<file path="config.mk">
export PLATFORM = sky130hd
export DESIGN_NAME = bis_cell
export DESIGN_NICKNAME = d
export VERILOG_FILES = /design/src/design/bis_pkg.sv /design/src/design/bis_cell.sv
export SDC_FILE = /design/constraint.sdc
export NUM_CORES = 1
export LEC_CHECK = 0
export BUFFER_PORTS_ARGS = -buffer_cell sky130_fd_sc_hd__buf_2
export CAP_MARGIN = 30
export CORE_MARGIN = 10
export CORE_UTILIZATION = 45
export DETAILED_ROUTE_END_ITERATION = 7
export HOLD_SLACK_MARGIN = 0.12
export PLACE_DENSITY = 0.81
export SKIP_LAST_GASP = 1
export SLEW_MARGIN = 30
export SYNTH_ARGS = -nofsm -noshare
export SYNTH_HDL_FRONTEND = slang
export SYNTH_SLANG_ARGS = --single-unit
</file>
<file path="constraint.sdc">
create_clock -name clk -period 4.2 [get_ports clk]
set_clock_uncertainty 0.2 [all_clocks]
set_input_delay 0.63 -clock clk [delete_from_list [all_inputs] [get_ports clk]]
set_output_delay 0.63 -clock clk [all_outputs]
set_load 0.01 [all_outputs]
</file>
<file path="src/design/bis_pkg.sv">
package bis_pkg;

    // Number of cells in the sorting chain.
    localparam int MAX_ITEMS = 64;
    localparam int CNT_W     = $clog2(MAX_ITEMS + 1);
    localparam int DATA_W    = 32;

    // Controls that the top level sends to every cell of the chain.
    typedef struct packed {
        logic insert;
        logic drain;
    } cell_ctrl_t;

endpackage

</file>
<file path="src/design/bis_cell.sv">
module bis_cell
    import bis_pkg::*;
(
    input  logic                     clk,
    input  logic                     rst_n,
    input  cell_ctrl_t               ctrl,
    input  logic signed [DATA_W-1:0] key,
    input  logic signed [DATA_W-1:0] left_value,
    input  logic                     left_valid,
    input  logic                     left_ins,
    input  logic signed [DATA_W-1:0] right_value,
    input  logic                     right_valid,
    output logic signed [DATA_W-1:0] value,
    output logic                     valid,
    output logic                     ins
);

    logic signed [DATA_W-1:0] value_reg;
    logic signed [DATA_W-1:0] value_next;
    logic                     valid_reg;
    logic                     valid_next;

    // The key belongs at or before this slot when the slot is empty or holds a
    // strictly greater value, so equal keys land to the right of older ones.
    assign ins = !valid_reg || (key < value_reg);

    always_comb
    begin
        value_next = value_reg;
        valid_next = valid_reg;
        if (ctrl.insert)
        begin
            if (ins)
            begin
                if (left_ins)
                begin
                    value_next = left_value;
                    valid_next = left_valid;
                end
                else
                begin
                    value_next = key;
                    valid_next = 1'b1;
                end
            end
        end
        else if (ctrl.drain)
        begin
            value_next = right_value;
            valid_next = right_valid;
        end
    end

    always_ff @(posedge clk or negedge rst_n)
    begin
        if (!rst_n)
        begin
            valid_reg <= 1'b0;
        end
        else
        begin
            valid_reg <= valid_next;
        end
    end

    always_ff @(posedge clk)
    begin
        value_reg <= value_next;
    end

    assign value = value_reg;
    assign valid = valid_reg;

endmodule

</file>
# After elaboration in Yosys (flattened, before gate mapping)
# Index checks and enable logic that the tools add are counted.
[totals]
regBits = 33
inputBits = 103
out_inout_bits = 34
wordCells = 16
[classes]
magnitude_cmp = 1
eq_ne = 1
mux = 8
reduce_logical = 4
[ops]
columns = ["cell", "count"]
rows = [
  ["32-bit two-way mux", 4],
  ["32-bit < comparator", 1],
  ["1-bit two-way mux", 4],
  ["2-bit by 1-bit inequality test with 1-bit output, second input constant", 1],
  ["2-bit AND reduction", 1],
  ["2-bit nonzero test", 1],
  ["1-bit zero test", 1],
  ["1-bit logical OR", 1],
]

# Depth between registers and ports, before layout
[logic_depth]
word_depth = 4
mapped_depth = 8

# Worst setup path after synthesis
# No wires, ideal clock.
[synth_timing]
path_type = "in2reg"
from = "input port key[30]"
to = "register value_reg[0] (netlist: value[0]), enable pin"
arrival_ns = 2.572
required_time_ns = 3.613
slack_ns = 1.041
stages = 7
path_buffers = 0
cell_sequence = "ha_1 a21oi_1 nand2_1 a221o_1 a211o_1 nand2_1 o211a_1"
[synth_between]
elab_chain_cells = 4
[synth_rtl]
columns = ["element", "line", "text"]
rows = [
  ["from (decl)", "bis_cell.sv:7", "input logic signed [DATA_W-1:0] key,"],
  ["32-bit < comparator", "bis_cell.sv:25", "assign ins = !valid_reg || (key < value_reg);"],
  ["1-bit logical OR", "bis_cell.sv:25", ""],
  ["2-bit by 1-bit inequality test with 1-bit output (no line)", "n/a", ""],
  ["2-bit AND reduction (no line)", "n/a", ""],
  ["to (signal assigned)", "bis_cell.sv:68", "value_reg <= value_next;"],
  ["to (decl)", "bis_cell.sv:18", "logic signed [DATA_W-1:0] value_reg;"],
]
# No other way between the ends.
# A chain may end at the register's enable or synchronous reset.

# Worst setup path after layout
[layout_timing]
from = "input port key[13]"
to = "output port ins"
[layout_between]
elab_chain_cells = 2
[layout_rtl]
columns = ["element", "line", "text"]
rows = [
  ["32-bit < comparator", "bis_cell.sv:25", ""],
  ["1-bit logical OR", "bis_cell.sv:25", ""],
  ["to (decl)", "bis_cell.sv:15", "output logic ins"],
]
# No other way between the ends.

==> metrics.yaml <==
status: "finished, final reports clean"
r2r-end: "value[9]"
hold_viol: 0
end_kind: "primary output"
cp-endpoint: "ins"
die_area_um2: 9000
core-area_um2: 5470
grt_overflow: 0
avgSynthCellArea_um2: 9.70
num_rows: 27
fin_crit_sh_pct: 78.1
r2r_slack_ns: 1.22
drc_errors: 0
fin_nets: 529
ys_warn_count: 0
drt_first_iter_violations: 65
synthCells: 260
dr_total_vias: 2335
crit_fanout: 3
slew_viol_final: 0
clk_path_buf_depth: 2
cp_data_required_time_ns: 3.37
synth_area_um2: 2520
place.gp.congestion: 0.808
cts_setup_buffers: 0
tightestPinTransition_ns: 0.564
ys_seq_area_share_pct: 39.1
ios: 137
layout_common_cells: "buf_2 (135), a21oi_1 (43), nor2_1 (34)"
viasPerCell: 5.00
layout_commonest_cell: "buf_2"
dp_hpwl_um: 6230
wl_per_cell_um: 15.8
track_usage_pct: 16.0
cts_buffers: 5
cts.sinks: 33
grt_pass1_wl_um: 11600
fmax_mhz: 305
clock-root-buffer: "clkbuf_8"
r2r_start: "value[23]"
synth_top_family_by_area: "adder cells"
start_kind: "input port"
portBuffers: 136
synth_fp_nets: 394
ys_ff_latch: 33
synth_compound_area_share_pct: 15.1
cp_slowest_stage_delay_ns: 0.49
cp_common_cell: "buf_2"
grt_pass1_vias: 2516
fin_hold_ws_ns: 0.416
setup_violations: 0
grt_antenna_before_repair: 0
period_needed_ns: 3.28
start_util_pct: 46.1
ir_worst_vdd_mv: 0.150
ys_types: 34
antenna_cells: 0
htree_levels: 2
areaGrowthSynthToFinish_pct: 33.0
drive_above_1_share_pct: 38.0
crit_type: "input port to primary output"
fp.dieW_um: 94.9
synth_xor_area_share_pct: 0
synth_simple_gate_area_share_pct: 10.6
wirelength_um: 7380
crit_chain: "buf_2, ha_1, nand4_1, or3_2, o32ai_1, o41a_1, o21a_1, o21ai_1, buf_2"
clk_pin_slew_worst_paths_ns: 0.06
critPathArrivalTime_ns: 2.45
hold_class: "input port to flop"
total_leakage_power_nw: 1.76
synthMuxAreaShare_pct: 13.1
die_y_um: 94.9
powerDensity_nw_per_um2: 309
cts_tree: "yes"
cp_slowest_cell: "or3_2"
detail-route-antenna-nets: 0
largest_reg_flops: 32
rsz0062_at_grt: "no"
worstSkewPairLatency_ns: 0.28
firstDrtPassIters: 4
setup_tns_ns: 0
relSlewSlack_pct: 62.4
synth_fa_ha_area_share_pct: 15.4
grt_max_degree: 57
reg2reg_depth: 9
maxCapViolCount: 0
cp-startpoint: "key[13]"
## area by class of cell
class                           instances  area, um2
Timing Repair Buffer                  140        716
Multi-Input combinational cell        183       1370
Inverter                               32        120
Sequential cell                        33        986
Tap cell                               72       90.1
Clock inverter                          1       3.75
Fill cell                             490       2120
Clock buffer                            6       72.6
## per-layer routing
| layer | up-vias | global-route usage (%) | routed length (um) |
|---|---|---|---|
| li1 | 1211 | - | - |
| met1 | 1047 | 17.0 | 2870 |
| met2 | 68 | 29.8 | 3890 |
| met3 | 9 | 4.76 | 531 |
| met4 | 0 | 4.99 | 91 |
| met5 | - | 0 | 0 |
## cell families after synthesis
kind of cell	Yosys count
fa+ha+maj	31
compound gates	61
flops	33
simple gates	58
buf+inv	44
mux	33
## critical path, delay by kind of cell
family	cells	cell delay, ns
compound gates	4	0.65
simple gates	2	0.63
fa+ha+maj	1	0.29
buf+inv	2	0.26
## cell usage after synthesis
library cell | n | area share, %
a211oi_1 | 1 | 0.30
a2111oi_4 | 1 | 1.1
nand3b_1 | 1 | 0.30
nor3_1 | 2 | 0.40
nand3_1 | 5 | 0.99
edfxtp_1 | 32 | 38
dfrtp_1 | 1 | 0.99
o22ai_1 | 1 | 0.25
inv_1 | 32 | 4.8
or3_2 | 1 | 0.30
clkbuf_1 | 8 | 1.2
a2bb2oi_2 | 1 | 0.60
a21oi_1 | 43 | 8.5
ha_1 | 31 | 15
o211a_1 | 1 | 0.40
nand4_1 | 7 | 1.7
o21a_1 | 2 | 0.60
nand2_1 | 5 | 0.74
a21o_2 | 1 | 0.35
nor4_1 | 1 | 0.25
mux2i_1 | 32 | 13
o21ai_0 | 2 | 0.40
mux2_2 | 1 | 0.45
o32ai_1 | 1 | 0.35
o21ai_1 | 1 | 0.20
a221o_1 | 1 | 0.40
nor2_1 | 34 | 5.1
o41a_1 | 1 | 0.45
a211o_1 | 1 | 0.35
nand2b_4 | 1 | 0.55
a21o_1 | 3 | 0.89
buf_2 | 3 | 0.60
buf_1 | 1 | 0.15
and3_1 | 1 | 0.25
## power by group
group          switching [mW]  internal, mW  total, mW
Clock                   0.107         0.112      0.219
Combinational           0.204         0.167      0.371
Sequential             0.0229         0.426      0.449
Total                   0.334         0.704       1.04
## through the flow
step	std cells	utilization (%)	area, um2	setup slack [ns]	power [mW]
floorplan	260	-	2520	1.04	0.673
global placement	459	59.7	3270	0.907	0.816
detailed placement	459	59.7	3270	0.830	0.832
CTS	467	61.3	3350	0.896	1.05
global route	467	61.3	3360	0.706	1.12
finish	467	61.3	3360	0.920	1.04
## worst min path at each step
stage                          start  endpoint  slack (ns)  cells past startpoint
after floorplan                rst_n     valid        0.13                      0
after global placement         rst_n     valid        0.21                      1
after detailed placement       rst_n     valid        0.21                      1
after CTS                 left_valid     valid        0.41                      3
after global routing      left_valid     valid        0.45                      3
final                     left_valid     valid        0.42                      3
## repair_timing
action | in CTS | in global routing
hold endpoints to repair | 1 | 0
gates resized for setup | 0 | 0
hold buffers | 1 | 0
Power figures use the tool's default switching activity.
